**src/sv/fpa_pkg.sv**
```systemverilog
// Shared types, codes and helpers for the fixed-point ALU pipeline.
// No dependencies; every other file of the block imports this package.
package fpa_pkg;

  localparam int FRAC_BITS = 8;
  localparam int DATA_W    = 32;
  localparam int NUM_W     = DATA_W + FRAC_BITS;  // dividend width, one divider stage per bit
  localparam int MAG_W     = 2 * DATA_W;          // wide magnitude for saturation checks

  localparam logic [MAG_W-1:0] POS_LIM = {{(MAG_W-DATA_W+1){1'b0}}, {(DATA_W-1){1'b1}}};
  localparam logic [MAG_W-1:0] NEG_LIM = MAG_W'(1) << (DATA_W-1);
  localparam logic [DATA_W-1:0] SAT_MAX = {1'b0, {(DATA_W-1){1'b1}}};
  localparam logic [DATA_W-1:0] SAT_MIN = {1'b1, {(DATA_W-1){1'b0}}};

  typedef enum logic [3:0] {
    ACT_ADD      = 4'd0,
    ACT_SUB      = 4'd1,
    ACT_MUL      = 4'd2,
    ACT_DIV      = 4'd3,
    ACT_MAX      = 4'd4,
    ACT_MIN      = 4'd5,
    ACT_INC      = 4'd6,
    ACT_DEC      = 4'd7,
    ACT_FROM_INT = 4'd8,
    ACT_TO_INT   = 4'd9
  } action_e;

  typedef enum logic [1:0] {
    ST_OK   = 2'd0,
    ST_DIV0 = 2'd1,
    ST_OVF  = 2'd2
  } status_e;

  // Sideband that travels with each word down the pipeline
  typedef struct packed {
    logic [3:0]        action;
    logic [DATA_W-1:0] res;
    status_e           st;
    logic              gt;
    logic              lt;
    logic              eq;
    logic              neg;
    logic [DATA_W-1:0] mb;
  } side_t;

  // Divider working state: partial remainder and dividend/quotient shifter
  typedef struct packed {
    logic [DATA_W-1:0] rem;
    logic [NUM_W-1:0]  nq;
  } div_t;

  typedef struct packed {
    logic [DATA_W-1:0] res;
    logic              ovf;
  } sat_t;

  function automatic logic [DATA_W-1:0] magnitude(input logic [DATA_W-1:0] v);
    return v[DATA_W-1] ? (~v + 1'b1) : v;
  endfunction

  // Signed value from sign and magnitude, saturated to DATA_W bits
  function automatic sat_t from_mag(input logic neg, input logic [MAG_W-1:0] mag);
    sat_t r;
    r.ovf = 1'b0;
    r.res = neg ? (~mag[DATA_W-1:0] + 1'b1) : mag[DATA_W-1:0];
    if (!neg && (mag > POS_LIM)) begin
      r.ovf = 1'b1;
      r.res = SAT_MAX;
    end else if (neg && (mag > NEG_LIM)) begin
      r.ovf = 1'b1;
      r.res = SAT_MIN;
    end
    return r;
  endfunction

  // Saturate a sum carrying two guard bits
  function automatic sat_t sat_sum(input logic [DATA_W+1:0] v);
    sat_t r;
    r.ovf = !((v[DATA_W+1] == v[DATA_W]) && (v[DATA_W] == v[DATA_W-1]));
    r.res = r.ovf ? (v[DATA_W+1] ? SAT_MIN : SAT_MAX) : v[DATA_W-1:0];
    return r;
  endfunction

endpackage

```
**src/sv/fpa_back.sv**
```systemverilog
// Back of the ALU pipeline: quotient rounding, divide-by-zero handling and
// the output register. Depends on fpa_pkg.
module fpa_back import fpa_pkg::*; (
  input  logic              clk_i,
  input  logic              rst_ni,
  input  logic              en_i,
  input  logic              valid_i,
  input  side_t             side_i,
  input  div_t              div_i,
  output logic              valid_o,
  output logic [DATA_W-1:0] res_o,
  output logic              gt_o,
  output logic              lt_o,
  output logic              eq_o,
  output status_e           st_o
);

  logic              vld_q;
  logic [DATA_W-1:0] res_d, res_q;
  status_e           st_d, st_q;
  logic              gt_q, lt_q, eq_q;
  logic              round_up;
  logic [NUM_W:0]    quot;
  sat_t              qr;

  always_comb begin
    // round half away from zero: bump when twice the remainder reaches the divisor
    round_up = {div_i.rem, 1'b0} >= {1'b0, side_i.mb};
    quot     = {1'b0, div_i.nq} + (NUM_W+1)'(round_up);
    qr       = from_mag(side_i.neg, MAG_W'(quot));
    res_d    = side_i.res;
    st_d     = side_i.st;
    if (side_i.action == ACT_DIV) begin
      if (side_i.mb == '0) begin
        res_d = '0;
        st_d  = ST_DIV0;
      end else begin
        res_d = qr.res;
        st_d  = qr.ovf ? ST_OVF : ST_OK;
      end
    end
  end

  always_ff @(posedge clk_i or negedge rst_ni) begin
    if (!rst_ni) begin
      vld_q <= 1'b0;
    end else if (en_i) begin
      vld_q <= valid_i;
    end
  end

  always_ff @(posedge clk_i) begin
    if (en_i) begin
      res_q <= res_d;
      st_q  <= st_d;
      gt_q  <= side_i.gt;
      lt_q  <= side_i.lt;
      eq_q  <= side_i.eq;
    end
  end

  assign valid_o = vld_q;
  assign res_o   = res_q;
  assign st_o    = st_q;
  assign gt_o    = gt_q;
  assign lt_o    = lt_q;
  assign eq_o    = eq_q;

endmodule

```
**config.mk**
```make
export PLATFORM = sky130hd
export DESIGN_NAME = fpa_back
export DESIGN_NICKNAME = d
export VERILOG_FILES = /design/src/sv/fpa_pkg.sv /design/src/sv/fpa_back.sv
export SDC_FILE = /design/constraint.sdc
export NUM_CORES = 1
export LEC_CHECK = 0
export BUFFER_PORTS_ARGS = -buffer_cell sky130_fd_sc_hd__buf_2
export CORE_MARGIN = 4
export CORE_UTILIZATION = 51
export DETAILED_ROUTE_END_ITERATION = 8
export PLACE_DENSITY = 0.82
export REMOVE_ABC_BUFFERS = 1
export SLEW_MARGIN = 10
export SYNTH_ARGS = -nofsm -noshare
export SYNTH_HDL_FRONTEND = slang
export SYNTH_SLANG_ARGS = --single-unit
```
**constraint.sdc**
```tcl
create_clock -name clk_i -period 0.8 [get_ports clk_i]
set_input_delay 0 -clock clk_i [delete_from_list [all_inputs] [get_ports clk_i]]
set_output_delay 0 -clock clk_i [all_outputs]
set_load 0.03 [all_outputs]
```
After elaboration in Yosys (flattened, before gate mapping)
Cells that the tools add are included.
Widths: inputs -> output; s select.

word-level totals
  output and inout port bits = 38
  register bits = 38
  input port bits = 150
  logic and storage cells = 25

cells by class
  multiplexer cells = 8
  reductions and logical operators = 4
  bitwise logic cells = 1
  order comparisons = 3
  equality and inequality tests = 1
  $add $sub $neg = 2

operator list
  kind                   count
  $mux 32                3
  $mux 33                2
  $add 40x1->41          1
  $gt 41x31->1 const B   1
  $gt 41x32->1 const B   1
  $ge 33x32->1           1
  $add 32x1->32 const B  1
  $logic_not 32->1       1
  $not 32->32            1
  $mux 2                 3
  $eq 4x2->1 const B     1
  $logic_and 1x1->1      2
  $logic_not 1->1        1

Logic depth before layout (Yosys ltp)
  depth after elaboration = 10
  depth in mapped cells = 25
  mapped depth without buffers = 24

Worst setup path before layout
Ideal clock, no wire load.

  path type = in2reg
  start = in side_i[4] (netlist name)
  end = reg res_q[31] (netlist: res_o[31]), data pin
  library setup time = 0.256 ns
  required time = 0.544 ns
  path slack = -3.603 ns
  path buffers = 2
  arrival time = 4.147 ns
  stages = 24
  cell sequence = inv_1 ha_1 a21o_1 a21oi_1 nor2b_1 o31a_1 o21a_1 o21ai_0 o211ai_1 nand2_1 a21oi_1 ha_1 ha_1 buf_2 and3_1 clkbuf_1 a311oi_1 a31oi_1 and3b_1 or3b_4 or2_4 o221ai_2 a21bo_1 a22o_1

between the ends
  word-level cells in the longest chain between the ends = 9
  elaborated cells between the ends (all ways) = 14
  those cells by class = 2 x add/sub; 3 x order compare; 5 x mux; 1 x bitwise; 3 x reduce/logical

ends and longest elaborated chain
  item                  RTL line        source
  start, declared       fpa_back.sv:8   input side_t side_i,
  $ge 33x32->1          fpa_back.sv:28  round_up = {div_i.rem, 1'b0} >= {1'b0, side_i.mb};
  $add 40x1->41         fpa_back.sv:29  quot = {1'b0, div_i.nq} + (NUM_W+1)'(round_up);
  $not 32->32           fpa_pkg.sv:65   r.res = neg ? (~mag[DATA_W-1:0] + 1'b1) : mag[DATA_W-1:0];
  $add 32x1->32         fpa_pkg.sv:65
  $mux 32               fpa_pkg.sv:65
  $mux 33               fpa_pkg.sv:69   end else if (neg && (mag > NEG_LIM)) begin
  $mux 33               fpa_pkg.sv:66   if (!neg && (mag > POS_LIM)) begin
  $mux 32 (*)           fpa_back.sv:34  if (side_i.mb == '0) begin
  $mux 32 (*)           fpa_back.sv:33  if (side_i.action == ACT_DIV) begin
  via res_d[31]         fpa_back.sv:19  logic [DATA_W-1:0] res_d, res_q;
  end signal, assigned  fpa_back.sv:54  res_q <= res_d;
  end, declared         fpa_back.sv:19

Mark *: on every way through the listed nets, which the timed path passes. The rest lies on a longest branch.
A chain may end at the register's enable or synchronous reset.

Worst setup path in the final report
  start = in side_i[1] (netlist name)
  end = reg res_q[11] (netlist: res_o[11]), data pin

Same word-level chain as after synthesis.

==> results summary <==
Among all flip-flop cells after synthesis, the most frequent one is sky130_fd_sc_hd__edfxtp_1. The vias per cell is 6.34. The worst setup path is captured at a register.

The instance count of the mapped netlist came out at 597. Clock tree synthesis inserted a total of 5 buffers. The power density relative to cell area is 945 nW/um^2. The number of nets in the layout came out at 1136. The clock transition at the register clock pins on the worst setup and hold paths after CTS is 0.10 ns. Clock latency on the worst-skew pair, taken at its later pin, is 0.31 ns.

The slew at the pin closest to its max-slew limit is 0.598 ns. The final layout contains routed wiring with a total length of 23400 microns. The number of antenna violations at the first check in global routing is 0.

The min-delay analysis places its worst path in the category primary input to register. By startpoint and endpoint, the worst setup path is classified as primary input to register. On the final layout, the worst clock skew is 0 ns. The first global-routing pass estimated 31300 microns of wire. The maximum root-to-sink buffer count is 2. The number of distinct standard cells referenced by the synthesized netlist is 72. The area added between synthesis and finish is 66.1%. The instance area at placement came out at 7130 sq um.

The die outline area came out at 11500 sq um. The DRC violation total after the first TritonRoute iteration is 712. The final period utilization is 5.42. Entering global routing, the biggest net connects 37 pins. The worst setup path is launched from a primary input. The weighted congestion at the end of routability-driven global placement is 0.941. The row count is 35. The post-synthesis sequential area ratio is 0.227. The worst path in the final design needs a cycle of 4.34 ns, including I/O delays and setup. The total of flip-flops plus latches after synthesis is 38.

The data required time at the worst endpoint came out at 0.83 ns. The number of max-cap violations came out at 0. The post-route antenna net violation count is 0. Summed over all layers, the global routing overflow is 0. The CTS sink count is 38. The H-tree was split into 2 levels.

For this run, the share of the core covered by cells in the final layout is 0.885. The maximum net fanout on the critical path came out at 11. The area of all placed cells without fillers is 8330 sq um. The slack of the critical path is -3.54 ns. The via count of the first global-routing pass came out at 6378. The number of instances in the placed design is 1032. In the final layout, the share of cells above drive strength 1 is 0.518. The x dimension of the die is 107 microns. The detailed-router iteration count before antenna repair is 8. In this run the clock root is driven by a sky130_fd_sc_hd__clkbuf_8.

The number of fill cells in the layout is 434. The effective utilization at floorplan came out at 0.533. The detailed-route DRC error count came out at 0.

The warning count from the yosys run came out at 0. The post-synth design cell area is 5010 sq um. The critical path arrival is 4.37 ns. The per-instance average area after synthesis is 8.40 sq um. The final routed wire length divided by cell count came out at 21.7 microns. The sum of internal, switching and leakage power is 7870 uW. The y dimension of the die came out at 107 microns. The worst supply voltage drop on vdd is 0.761 mV. The number of cells in the finished layout apart from fillers came out at 1081. In this run the tool buffered the top-level ports with 187 buffer cells. The number of synthesized flops with an enable pin is 37. The placeable core region came out at 9420 sq um. Derived from the worst setup path, the maximum achievable clock frequency is 0.230 GHz. The total inserted antenna cells came out at 0.

The worst hold slack came out at -0.0151 ns. The final-report setup violation count came out at 72. For this run, asynchronously set or reset flops after synthesis account for 0.0263. Setup repair after global routing could not meet its margin everywhere.

The cell leakage power came out at 0.00383 uW. The via count came out at 6856. After legalization and detailed placement, the total HPWL measured 14200 microns.

Measured against its own limit, the worst slew margin works out to 0.598. TritonCTS built the clock tree. The final count of pins violating max slew came out at 0. The run finished, with violations left. The number of failing hold endpoints at the final stage came out at 2. The top-level port count is 188.

Adding up every negative setup slack in the final design gives -114.97 ns. The checks that failed: hold timing, setup timing. For this run, the total global-route usage over all layers was measured as 0.338.
-- Yosys cell counts, types with 7 or more instances --
cell / number / area (sq um)
sky130_fd_sc_hd__xor2_1: 20 / 175
sky130_fd_sc_hd__and3_1: 8 / 50.1
sky130_fd_sc_hd__nor3_1: 14 / 70.1
sky130_fd_sc_hd__xnor2_1: 45 / 394
sky130_fd_sc_hd__nand2b_1: 8 / 50.1
sky130_fd_sc_hd__clkbuf_1: 16 / 60.1
sky130_fd_sc_hd__nand2_1: 68 / 255
sky130_fd_sc_hd__buf_2: 12 / 60.1
sky130_fd_sc_hd__o211ai_2: 30 / 375
sky130_fd_sc_hd__o21ai_0: 17 / 85.1
sky130_fd_sc_hd__a21oi_1: 13 / 65.1
sky130_fd_sc_hd__a21o_1: 12 / 90.1
sky130_fd_sc_hd__nand3_1: 23 / 115
sky130_fd_sc_hd__ha_1: 35 / 438
sky130_fd_sc_hd__o31ai_1: 9 / 67.6
sky130_fd_sc_hd__nor2_1: 30 / 113
sky130_fd_sc_hd__nand4_1: 25 / 156
sky130_fd_sc_hd__or3_1: 7 / 43.8
sky130_fd_sc_hd__edfxtp_1: 37 / 1110
sky130_fd_sc_hd__nor4_1: 18 / 113
sky130_fd_sc_hd__inv_1: 41 / 154
-- routing by layer --
metal | vias to the layer above | wire length (microns) | GRT usage
met1 | 3069 | 7530 | 0.365
met5 | - | 0 | 0
met4 | 0 | 2040 | 0.152
met2 | 634 | 11300 | 0.638
li1 | 2921 | - | -
met3 | 232 | 2530 | 0.0566
-- kinds of logic after synthesis --
group | count (synthesis) | share of synthesized area
XOR/XNOR | 65 | 0.114
multiplexers | 8 | 0.0165
AND/OR/NAND/NOR | 245 | 0.271
flip-flops | 38 | 0.227
AO/OA/AOI/OAI | 126 | 0.213
adder cells (fa/ha/maj) | 35 | 0.0873
buffers and inverters | 80 | 0.0719
-- flip-flops by register name (all words and copies together) (netlist names) --
name,flops
valid_o,1
gt_o,1
st_o,2
res_o,32
eq_o,1
lt_o,1
-- final timing paths --
check | start | endpoint | slack [ns] | depth (start not counted)
min in group asynchronous | rst_ni | valid_o$_DFFE_PN0P_ | 0.04 | 2
setup / recovery | side_i[1] | res_o[11]$_DFFE_PP_ | -3.54 | 24
setup reg to reg | valid_o$_DFFE_PN0P_ | valid_o$_DFFE_PN0P_ | 0.03 | 1
hold reg to reg | valid_o$_DFFE_PN0P_ | valid_o$_DFFE_PN0P_ | 0.55 | 1
max in group asynchronous | rst_ni | valid_o$_DFFE_PN0P_ | 0.67 | 2
hold / removal | side_i[41] | res_o[3]$_DFFE_PP_ | -0.02 | 3
-- stage by stage --
stage / hold WS [ns] / setup WS [ns]
2_1_floorplan: -0.296 / -4.30
3_3_place_gp: -0.226 / -3.69
3_5_place_dp: -0.221 / -3.83
4_1_cts: 0.000976 / -3.21
5_1_grt: 0.00494 / -3.70
6_report: -0.0151 / -3.54
-- where the power goes --
part / switching [uW] / total, uW / internal [uW] / leakage, uW
registers: 98.6 / 2490 / 2390 / 0.000374
clock network: 761 / 1360 / 599 / 0.0000416
logic: 2130 / 4020 / 1890 / 0.00341
total: 2990 / 7870 / 4880 / 0.00383
-- final cells by class --
cell class / count / area [sq um] / share of cell area
Multi-Input combinational cell: 479 / 3970 / 0.476
Timing Repair Buffer: 386 / 2820 / 0.339
Sequential cell: 38 / 1140 / 0.136
Tap cell: 129 / 161 / 0.0194
Inverter: 41 / 156 / 0.0188
Clock buffer: 5 / 68.8 / 0.00826
Clock inverter: 3 / 16.3 / 0.00195
-- repair_timing --
item                                    4_1_cts  5_1_grt
hold buffers                                  9        0
hold endpoints to repair                      9        0
buffers inserted                             22       11
gates resized for setup                     143       37
endpoints found under the setup margin       72       72
pin swaps                                    29       26
cloned                                        1        0
-- worst max-delay path, stage by stage --
cell	delay, ns
sky130_fd_sc_hd__buf_2	0.12
sky130_fd_sc_hd__inv_2	0.05
sky130_fd_sc_hd__ha_4	0.25
sky130_fd_sc_hd__nor2b_4	0.14
sky130_fd_sc_hd__o21ai_1	0.07
sky130_fd_sc_hd__a21oi_1	0.13
sky130_fd_sc_hd__o31a_1	0.17
sky130_fd_sc_hd__o21a_1	0.15
sky130_fd_sc_hd__o21ai_2	0.05
sky130_fd_sc_hd__o211ai_1	0.08
sky130_fd_sc_hd__nand2_1	0.08
sky130_fd_sc_hd__a21oi_2	0.19
sky130_fd_sc_hd__ha_4	0.18
sky130_fd_sc_hd__buf_6	0.12
sky130_fd_sc_hd__and4_4	0.24
sky130_fd_sc_hd__buf_4	0.22
sky130_fd_sc_hd__nand4_1	0.18
sky130_fd_sc_hd__a2111oi_4	0.43
sky130_fd_sc_hd__buf_4	0.20
sky130_fd_sc_hd__nand3_1	0.15
sky130_fd_sc_hd__o311ai_0	0.55
sky130_fd_sc_hd__nand2_1	0.19
sky130_fd_sc_hd__xnor2_1	0.31
sky130_fd_sc_hd__o211ai_2	0.11
-- cell usage in the layout, fill, tap and decap left out, types with 5 or more instances in the layout --
cell type / instances
sky130_fd_sc_hd__or3_1: 6
sky130_fd_sc_hd__and3_1: 6
sky130_fd_sc_hd__o21ai_0: 12
sky130_fd_sc_hd__nor4_2: 7
sky130_fd_sc_hd__nor4_1: 10
sky130_fd_sc_hd__o31ai_1: 7
sky130_fd_sc_hd__nand4_1: 25
sky130_fd_sc_hd__ha_1: 29
sky130_fd_sc_hd__nor3_1: 10
sky130_fd_sc_hd__ha_4: 6
sky130_fd_sc_hd__a21oi_1: 9
sky130_fd_sc_hd__nand3_1: 22
sky130_fd_sc_hd__clkbuf_8: 5
sky130_fd_sc_hd__buf_4: 176
sky130_fd_sc_hd__xor2_1: 18
sky130_fd_sc_hd__edfxtp_1: 37
sky130_fd_sc_hd__mux2i_1: 5
sky130_fd_sc_hd__nor2_1: 25
sky130_fd_sc_hd__nand2b_1: 7
sky130_fd_sc_hd__a21o_1: 12
sky130_fd_sc_hd__nand3b_1: 6
sky130_fd_sc_hd__o21ai_1: 6
sky130_fd_sc_hd__buf_2: 143
sky130_fd_sc_hd__buf_6: 52
sky130_fd_sc_hd__dlygate4sd3_1: 9
sky130_fd_sc_hd__o211ai_2: 28
sky130_fd_sc_hd__xnor2_1: 42
sky130_fd_sc_hd__inv_1: 37
sky130_fd_sc_hd__nand2_1: 67
sky130_fd_sc_hd__nor3_2: 5
No activity file was read; power rests on OpenSTA's default activity.
