`src/sv/fpa_pkg.sv`:
```
// Shared types, codes and helpers for the fixed-point ALU pipeline.
// No dependencies; every other file of the block imports this package.
package fpa_pkg;

  localparam int FRAC_BITS = 8;
  localparam int DATA_W    = 32;
  localparam int NUM_W     = DATA_W + FRAC_BITS;  // dividend width, one divider stage per bit
  localparam int MAG_W     = 2 * DATA_W;          // wide magnitude for saturation checks

  localparam logic [MAG_W-1:0] POS_LIM = {{(MAG_W-DATA_W+1){1'b0}}, {(DATA_W-1){1'b1}}};
  localparam logic [MAG_W-1:0] NEG_LIM = MAG_W'(1) << (DATA_W-1);
  localparam logic [DATA_W-1:0] SAT_MAX = {1'b0, {(DATA_W-1){1'b1}}};
  localparam logic [DATA_W-1:0] SAT_MIN = {1'b1, {(DATA_W-1){1'b0}}};

  typedef enum logic [3:0] {
    ACT_ADD      = 4'd0,
    ACT_SUB      = 4'd1,
    ACT_MUL      = 4'd2,
    ACT_DIV      = 4'd3,
    ACT_MAX      = 4'd4,
    ACT_MIN      = 4'd5,
    ACT_INC      = 4'd6,
    ACT_DEC      = 4'd7,
    ACT_FROM_INT = 4'd8,
    ACT_TO_INT   = 4'd9
  } action_e;

  typedef enum logic [1:0] {
    ST_OK   = 2'd0,
    ST_DIV0 = 2'd1,
    ST_OVF  = 2'd2
  } status_e;

  // Sideband that travels with each word down the pipeline
  typedef struct packed {
    logic [3:0]        action;
    logic [DATA_W-1:0] res;
    status_e           st;
    logic              gt;
    logic              lt;
    logic              eq;
    logic              neg;
    logic [DATA_W-1:0] mb;
  } side_t;

  // Divider working state: partial remainder and dividend/quotient shifter
  typedef struct packed {
    logic [DATA_W-1:0] rem;
    logic [NUM_W-1:0]  nq;
  } div_t;

  typedef struct packed {
    logic [DATA_W-1:0] res;
    logic              ovf;
  } sat_t;

  function automatic logic [DATA_W-1:0] magnitude(input logic [DATA_W-1:0] v);
    return v[DATA_W-1] ? (~v + 1'b1) : v;
  endfunction

  // Signed value from sign and magnitude, saturated to DATA_W bits
  function automatic sat_t from_mag(input logic neg, input logic [MAG_W-1:0] mag);
    sat_t r;
    r.ovf = 1'b0;
    r.res = neg ? (~mag[DATA_W-1:0] + 1'b1) : mag[DATA_W-1:0];
    if (!neg && (mag > POS_LIM)) begin
      r.ovf = 1'b1;
      r.res = SAT_MAX;
    end else if (neg && (mag > NEG_LIM)) begin
      r.ovf = 1'b1;
      r.res = SAT_MIN;
    end
    return r;
  endfunction

  // Saturate a sum carrying two guard bits
  function automatic sat_t sat_sum(input logic [DATA_W+1:0] v);
    sat_t r;
    r.ovf = !((v[DATA_W+1] == v[DATA_W]) && (v[DATA_W] == v[DATA_W-1]));
    r.res = r.ovf ? (v[DATA_W+1] ? SAT_MIN : SAT_MAX) : v[DATA_W-1:0];
    return r;
  endfunction

endpackage

```
`src/sv/fpa_div_step.sv`:
```
// One restoring-division stage: develops one quotient bit and carries the
// sideband along. Depends on fpa_pkg.
module fpa_div_step import fpa_pkg::*; (
  input  logic  clk_i,
  input  logic  rst_ni,
  input  logic  en_i,
  input  logic  valid_i,
  input  side_t side_i,
  input  div_t  div_i,
  output logic  valid_o,
  output side_t side_o,
  output div_t  div_o
);

  logic              vld_q;
  side_t             side_q;
  div_t              div_d, div_q;
  logic [DATA_W:0]   trial;
  logic [DATA_W:0]   diff;
  logic              ge;

  always_comb begin
    trial = {div_i.rem, div_i.nq[NUM_W-1]};
    diff  = trial - {1'b0, side_i.mb};
    ge    = trial >= {1'b0, side_i.mb};
    // remainder stays below the divisor, so DATA_W bits hold it
    div_d.rem = ge ? diff[DATA_W-1:0] : trial[DATA_W-1:0];
    div_d.nq  = {div_i.nq[NUM_W-2:0], ge};
  end

  always_ff @(posedge clk_i or negedge rst_ni) begin
    if (!rst_ni) begin
      vld_q <= 1'b0;
    end else if (en_i) begin
      vld_q <= valid_i;
    end
  end

  always_ff @(posedge clk_i) begin
    if (en_i) begin
      side_q <= side_i;
      div_q  <= div_d;
    end
  end

  assign valid_o = vld_q;
  assign side_o  = side_q;
  assign div_o   = div_q;

endmodule

```
`config.mk`:
```
export PLATFORM = sky130hd
export DESIGN_NAME = fpa_div_step
export DESIGN_NICKNAME = d
export VERILOG_FILES = /design/src/sv/fpa_pkg.sv /design/src/sv/fpa_div_step.sv
export SDC_FILE = /design/constraint.sdc
export NUM_CORES = 1
export LEC_CHECK = 0
export BUFFER_PORTS_ARGS = -buffer_cell sky130_fd_sc_hd__buf_2
export CORE_MARGIN = 10
export CORE_UTILIZATION = 30
export CTS_BUF_LIST = sky130_fd_sc_hd__clkbuf_4 sky130_fd_sc_hd__clkbuf_8 sky130_fd_sc_hd__clkbuf_16
export CTS_CLUSTER_SIZE = 40
export DETAILED_ROUTE_END_ITERATION = 12
export SYNTH_ARGS = -nofsm -noshare
export SYNTH_HDL_FRONTEND = slang
export SYNTH_SLANG_ARGS = --single-unit
```
`constraint.sdc`:
```
create_clock -name clk_i -period 1.9 [get_ports clk_i]
set_input_delay 0.19 -clock clk_i [delete_from_list [all_inputs] [get_ports clk_i]]
set_output_delay 0.19 -clock clk_i [all_outputs]
set_load 0.02 [all_outputs]
```
## After elaboration in Yosys (flattened, before gate mapping)

Index checks and enable logic that the tools add are counted.

- Register bits: 147
- Latch bits: 0
- RAM bits: 0
- Bits in read-only memories: 0
- Input port bits: 150
- Logic and storage cells: 14
- Memories: 0

- Add/sub/neg operators: 1
- Multipliers: 0
- Div/mod/pow operators: 0
- $lt $le $gt $ge: 1
- Equal/unequal tests: 0
- Shifts and indexed selects: 0
- Muxes and demuxes: 1
- Bitwise operators: 0
- Reductions and logical operators: 0

Operator list:

| operator | number |
|---|---|
| 33-bit by 32-bit greater-or-equal comparator with 1-bit output | 1 |
| 32-bit 2-to-1 mux | 1 |
| 32-bit subtractor | 1 |

## Longest topological paths before layout

Gate-level depths: netlist (run 1).

- Depth in word-level cells: 2
- Mapped depth: 13
- Gate-level depth less buffers: 12

## Worst setup path before layout (run 1)

Ideal clock, no wire load.

- Path type: input to register
- Start point: input side_i[7] (netlist bit)
- End point: register div_q, in the netlist div_o[53], data pin
- Library setup time: 0.262 ns
- Arrival: 2.704 ns
- Path slack: -1.066 ns
- Cell stages on the path: 12
- Buffers on the path: 2
- Path through: inv_1 -> ha_1 -> buf_2 -> nand4_1 -> or4_1 -> a21oi_1 -> nor3_1 -> a211oi_2 -> o21ai_2 -> o31ai_4 -> buf_4 -> mux2_1

RTL lines:

| what | RTL line | text |
|---|---|---|
| start: declaration | fpa_div_step.sv:8 | `input side_t side_i,` |
| end signal: assignment | fpa_div_step.sv:42 | `div_q <= div_d;` |
| end: declaration | fpa_div_step.sv:17 | `div_t div_d, div_q;` |

==> qor.yml, run 1 <==
run_status:
  status: "finished, violations left"
  violations: "negative setup slack"
detailed_routing:
  routed-wl-met3_mm: 1.95
  vias: 5963
  drt_wl_total_mm: 24.6
  drt-initial-drc-count: 319
  wl_met2_mm: 12.5
  firstDrtPassIters: 4
  wire_per_inst_um: 18.7
  drc: 0
  antenna_left: 0
  highest_layer: "met5"
  wl_met1_mm: 9.47
  avgViaCountPerCell: 4.54
place:
  place_congestion: 0.809
  dp_hpwl_mm: 18.4
  io_buffer_count: 296
timing:
  finalCritPeriodShare: 1.32
  setup_viol: 33
  setup_slack_ns: -0.616
  max_freq_mhz: 397
  final_hold_viol_count: 0
  layout_min_cycle_time_ns: 2.52
  fin_hold_ws_ns: 0.0487
  grt_setup_unrepaired: "true"
  relSlewSlack: 0.653
  clock_skew_ns: 0
  slew_violations: 0
  tightest_slew_ns: 0.518
clocking:
  cts_sinks: 147
  cts_made_buffers: 17
  cts_root_buf: "clkbuf_16"
  cts.path.max_buffers: 2
  htreeDepth: 4
  cts.clk_slew.worst_paths_ns: 0.07
  insertion_delay_ns: 0.42
  cts_tree: "built"
power:
  finalPower_mw: 9.97
  p_seq_frac: 0.403
  power.density_mw_per_mm2: 870
  power_switching_mw: 2.98
  intPower_mw: 6.99
  p_leak_nw: 5.06
  swShare: 0.299
  clock_power_share: 0.346
  combPwrFrac: 0.251
  peakVddDrop_uv: 547
yosys:
  synth_most_common_cell: "edfxtp_1"
  synth-edff-count: 146
  ys_top_cells_by_area: "edfxtp_1 (66%), ha_1 (6.0%), a21oi_1 (4.2%), inv_1 (2.2%), nor2_1 (2.0%)"
  synthesis.area_mm2: 0.00663
  yosysSeqAreaShare: 0.665
  syn_inst: 493
  yosys_warnings: 0
  ys_types: 49
  synth_common_cells: "edfxtp_1 (146), a21oi_1 (56), inv_1 (38), nor2_1 (35), ha_1 (32)"
  synth_async_sr_flop_share: 0.00680
  synthFlopType: "edfxtp_1"
  ys_seq_elements: 147
  avgSynthCellArea_um2: 13.4
  synth_largest_area_cell: "edfxtp_1"
  syn-num-nets: 676
  synth_top_area_frac: 0.661
worst_setup_path:
  cpMostUsedCell: "buf_6"
  startpoint_type: "input port"
  critPathBufInv: 4
  cp_cell_sequence: "buf_6, inv_2, ha_4, nand4_1, or4_1, a21oi_2, nor3_2, a211oi_2, o21ai_2, o31ai_4, buf_4, buf_6, mux2_2"
  max_stage_delay_ns: 0.53
  slowest_stage: "or4_1"
  worstSetupPathType: "input port to flip-flop"
  critical_path_arrival_ns: 2.69
  cp_top_family: "simple AND/OR/NAND/NOR gates"
  cp-end-kind: "flip-flop"
  cp_data_required_time_ns: 2.08
  cp_max_fo: 5
die:
  dieArea_mm2: 0.0284
  core_area_mm2: 0.0218
  rows: 54
  die_w_um: 169
  die_h_um: 169
  start_util: 0.305
  io_pins: 297
grt:
  grt_max_degree: 92
  grt_pass1_wl_mm: 37.0
  antenna_found_initial: 2
  grt_overflow: 0
  grt_pass1_vias: 6409
  globalRouteTotalUtil: 0.167
layout:
  utilization: 0.527
  fin_nets: 1201
  area_growth_pct: 72.8
  fill_cells: 1897
  drive_gt1_frac: 0.490
hold_path:
  hp-class: "input port to flip-flop"
job:
  max_cap_viol_count: 0
==> kinds of logic after synthesis <==
group                    count (synthesis)  share of synthesized area
XOR/XNOR                                27                     0.0357
multiplexers                            12                     0.0202
AND/OR/NAND/NOR                         99                     0.0702
AO/OA/AOI/OAI                          119                      0.110
buffers and inverters                   56                     0.0351
flip-flops                             147                      0.665
adder cells (fa/ha/maj)                 33                     0.0634
==> what timing repair did <==
item,4_1_cts,5_1_grt
hold buffers,115,0
endpoints found under the setup margin,33,33
gates resized for setup,68,10
buffers inserted,11,3
pin swaps,13,3
hold endpoints to repair,115,0
cloned,2,1
==> path summary, 6_finish.rpt <==
path	startpoint	endpoint	slack (ns)	cells past startpoint
max	side_i[18]	div_o[47]	-0.62	13
min	en_i	div_o[26]	0.05	1
max reg2reg	valid_o	valid_o	1.15	1
min reg2reg	valid_o	valid_o	0.52	1
max in group asynchronous	rst_ni	valid_o	1.70	2
min in group asynchronous	rst_ni	valid_o	0.11	2
==> area by class of cell <==
| type | instances | area (um2) | share of cell area |
|---|---|---|---|
| Clock buffer | 18 | 433 | 0.0378 |
| Timing Repair Buffer | 524 | 3660 | 0.320 |
| Sequential cell | 147 | 4410 | 0.385 |
| Antenna cell | 1 | 2.50 | 0.000218 |
| Inverter | 38 | 153 | 0.0133 |
| Tap cell | 280 | 350 | 0.0306 |
| Multi-Input combinational cell | 290 | 2280 | 0.199 |
| Clock inverter | 14 | 170 | 0.0149 |
==> placed cells by master (no fill, tap or decap), types with 4 or more instances in the layout <==
cell,Yosys,final
buf_2,8,283
edfxtp_1,146,146
dlygate4sd3_1,0,115
buf_4,3,101
a21oi_1,56,41
nor2_1,35,31
inv_1,38,30
nand2_1,26,25
ha_1,32,23
buf_6,0,18
clkbuf_16,0,17
xnor2_1,15,15
a21oi_2,0,13
a21o_1,12,12
o21ai_0,16,12
xor2_1,12,12
ha_4,0,9
nand3_1,8,8
nand4_1,8,8
mux2_2,7,7
inv_2,0,6
inv_8,0,6
o21a_1,6,6
o211ai_1,4,4
o21ai_2,1,4
a31oi_1,5,4
mux2_4,0,4
nor2_2,0,4
clkinv_4,0,4
==> routing by layer <==
metal | up-vias | GRT usage
met2 | 232 | 0.293
li1 | 2894 | -
met5 | - | 0
met3 | 31 | 0.0528
met4 | 2 | 0.0651
met1 | 2804 | 0.185
==> flip-flops by register name (all words and copies together), names as in the netlist <==
| name | count |
|---|---|
| side_o | 74 |
| div_o | 72 |
| valid_o | 1 |
==> per-stage QoR <==
step / std cells / instance area, um2 / setup slack (ns) / setup TNS [ns]
4_1_cts: 1307 / 11400 / -0.621 / -16.30
3_3_place_gp: 1147 / 9240 / -1.18 / -32.38
2_1_floorplan: 493 / 6800 / -0.948 / -28.22
5_1_grt: 1312 / 11500 / -0.764 / -22.32
3_5_place_dp: 1147 / 9240 / -1.31 / -35.45
6_report: 1312 / 11500 / -0.616 / -17.04
==> power groups by stage <==
stage	sequential, mW	combinational (mW)	clock (mW)
finish	4.02	2.50	3.45
global route	4.05	2.71	3.68
CTS	4.02	2.49	3.56
detailed placement	4.09	2.13	0
global placement	4.08	2.11	0
floorplan	4.51	0.723	0
(Power assumes the default switching activity.)
==> run 2, diff against run 1 <==
--- a/config.mk
+++ b/config.mk
@@ -5,6 +5,7 @@
 export SDC_FILE = /design/constraint.sdc
 export NUM_CORES = 1
 export LEC_CHECK = 0
+export ABC_AREA = 1
 export BUFFER_PORTS_ARGS = -buffer_cell sky130_fd_sc_hd__buf_2
 export CORE_MARGIN = 10
 export CORE_UTILIZATION = 30
==> run 2 against run 1 <==
The flow now finishes without violations. Synthesized area up 14%. Sequential power about the same. First-iteration DRC count increased by 47%. Routed wire length up 15%. Largest power group unchanged. Utilization fell by 4.8 points. Power down 2.1%. Design area is 4.7% higher. Combinational power down 2%.
==> qor.yml, run 2 <==
run_status:
  status: "completed"
timing:
  tightest_slew_ns: 0.509
  slew_violations: 0
  final_hold_viol_count: 0
  fin_tns_setup_ns: 0
  finalCritPeriodShare: 0.907
  layout_min_cycle_time_ns: 1.72
  max_freq_mhz: 580
  relSlewSlack: 0.660
  setup_viol: 0
  clock_skew_ns: 0
  grt_setup_unrepaired: "false"
yosys:
  synth_common_cells: "nand2_1 (274), inv_1 (150), edfxtp_1 (146), nand3_1 (56), nor2_1 (34)"
  synth_top_area_frac: 0.578
  synth_async_sr_flop_share: 0.00680
  syn-num-nets: 978
  synthFlopType: "edfxtp_1"
  synth-edff-count: 146
  avgSynthCellArea_um2: 9.54
  synthMuxAreaShare: 0.00149
  synth_simple_gate_area_frac: 0.242
  synth_most_common_cell: "nand2_1"
  synthAdderAreaFrac: 0.0555
  synth_top_family_by_area: "simple AND/OR/NAND/NOR gates"
  ys_types: 28
  yosys_warnings: 0
  synth-xor-area-share: 0.0162
  ys_top_cells_by_area: "edfxtp_1 (58%), nand2_1 (14%), inv_1 (7.4%), ha_1 (5.3%), nand3_1 (3.7%)"
  syn_inst: 795
  ys_seq_elements: 147
  synth_compound_area_frac: 0.0172
  yosysSeqAreaShare: 0.582
  synthesis.area_mm2: 0.00758
  synth_largest_area_cell: "edfxtp_1"
die:
  die_h_um: 179
  dieArea_mm2: 0.0320
  die_w_um: 179
  io_pins: 297
  rows: 58
  core_area_mm2: 0.0250
  start_util: 0.303
detailed_routing:
  firstDrtPassIters: 5
  avgViaCountPerCell: 4.30
  drt_wl_total_mm: 28.3
  vias: 7188
  drc: 0
  wire_per_inst_um: 16.9
  antenna_left: 0
  drt-initial-drc-count: 470
clocking:
  cts_made_buffers: 17
  cts.clk_slew.worst_paths_ns: 0.07
  insertion_delay_ns: 0.43
  cts.path.max_buffers: 2
  post-cts-setup-buffer-count: 0
  htreeDepth: 4
  cts_root_buf: "clkbuf_16"
  cts_sinks: 147
  cts_tree: "built"
layout:
  final_cell_mix: "buf_2 (295), nand2_1 (274), inv_1 (150)"
  final_common_cell: "buf_2"
  fill_cells: 2413
  drive_gt1_frac: 0.348
  utilization: 0.479
  largest_reg_flops: 74
  fin_nets: 1509
  area_growth_pct: 58.2
worst_setup_path:
  cpMostUsedCell: "nand2_1"
  cp_cell_sequence: "buf_2, ha_1, fa_1, inv_1, buf_4, nand2_1, nand3_1, nand2_1, nand2_1, nand2_1, nand2_1, nand2_1, nand3_1, nand2_1"
  regToRegEndpoint: "valid_o"
  r2r-start: "valid_o"
  r2r_slack_ns: 1.15
  cp.depth: 14
  critPathBufInv: 3
  startpoint: "side_i[0]"
  cp_max_fo: 3
  max_stage_delay_ns: 0.43
  slowest_stage: "fa_1"
  crit_end: "div_o[70]"
  cp_data_required_time_ns: 2.08
  critical_path_arrival_ns: 1.91
  cp_top_family: "simple AND/OR/NAND/NOR gates"
  rr_worst_depth: 1
  cp-end-kind: "flip-flop"
  startpoint_type: "input port"
  worstSetupPathType: "input port to flip-flop"
grt:
  antenna_found_initial: 6
  grt_pass1_wl_mm: 42.3
  use_met2: 0.304
  use_met1: 0.201
  grt_pass1_vias: 7461
  grt_overflow: 0
  globalRouteTotalUtil: 0.174
  busiest_layer: "met2"
  grt_util_met3: 0.0505
  grt_max_degree: 52
hold_path:
  hp-class: "input port to async pin"
place:
  io_buffer_count: 296
  place_congestion: 0.875
  dp_hpwl_mm: 21.9
job:
  max_cap_viol_count: 0
power:
  p_leak_nw: 6.06
  finalPower_mw: 9.76
  peakVddDrop_uv: 480
  power.density_mw_per_mm2: 813
==> run 2: changes by cell type after synthesis, moves of 11 or more <==
cell	delta
nand2_1	+248
inv_1	+112
nand3_1	+48
a21oi_1	-35
o21ai_0	-14
xnor2_1	-14
nand3_2	+11
==> run 2: worst min-delay path by stage <==
| stage | cells past startpoint | slack [ns] | endpoint |
|---|---|---|---|
| final | 2 | 0.06 | valid_o |
| after global routing | 2 | 0.06 | valid_o |
| after CTS | 2 | 0.05 | valid_o |
| after detailed placement | 1 | -0.03 | valid_o |
| after global placement | 1 | -0.04 | valid_o |
| after floorplan | 0 | -0.11 | valid_o |
==> run 2: cells by family (layout without fill, tap and decap cells) <==
group	after synthesis	after routing
buffers and inverters	160	704
flip-flops	147	147
multiplexers	1	1
AO/OA/AOI/OAI	25	25
XOR/XNOR	14	14
adder cells (fa/ha/maj)	33	33
AND/OR/NAND/NOR	415	415
other	0	4
==> run 2: layer usage <==
layer  routed length, um  share of wire
met1               11100           0.39
met2               13900           0.49
met3                2790          0.099
met4                 447          0.016
met5                  42         0.0015
==> run 2: metrics by stage <==
| step | area (um2) | std cells | worst slack, ns | hold slack, ns |
|---|---|---|---|---|
| after detailed placement | 10300 | 1523 | -0.308 | -0.0339 |
| after global placement | 10300 | 1523 | -0.292 | -0.0351 |
| after global routing | 12000 | 1672 | 0.00478 | 0.0601 |
| after CTS | 12000 | 1669 | 0.133 | 0.0450 |
| final | 12000 | 1673 | 0.177 | 0.0609 |
| after floorplan | 7580 | 795 | 0.112 | -0.106 |
==> run 2: repair_timing <==
action	4_1_cts	5_1_grt
hold endpoints to repair	114	0
resized for setup	0	2
endpoints found under the setup margin	0	18
hold buffers	114	0
==> run 2: cell type report <==
class                           instances  area [um2]  share of cell area
Tap cell                              330         413              0.0344
Antenna cell                            4        10.0            0.000835
Clock buffer                           18         439              0.0366
Sequential cell                       147        4410               0.368
Inverter                              150         563              0.0469
Clock inverter                         14         125              0.0104
Timing Repair Buffer                  522        3510               0.292
Multi-Input combinational cell        488        2530               0.211
==> run 2: power breakdown <==
part	switching, mW	internal, mW	total, mW
registers	0.0805	3.93	4.01
clock network	1.52	1.77	3.29
logic	1.43	1.03	2.46
total	3.03	6.72	9.76
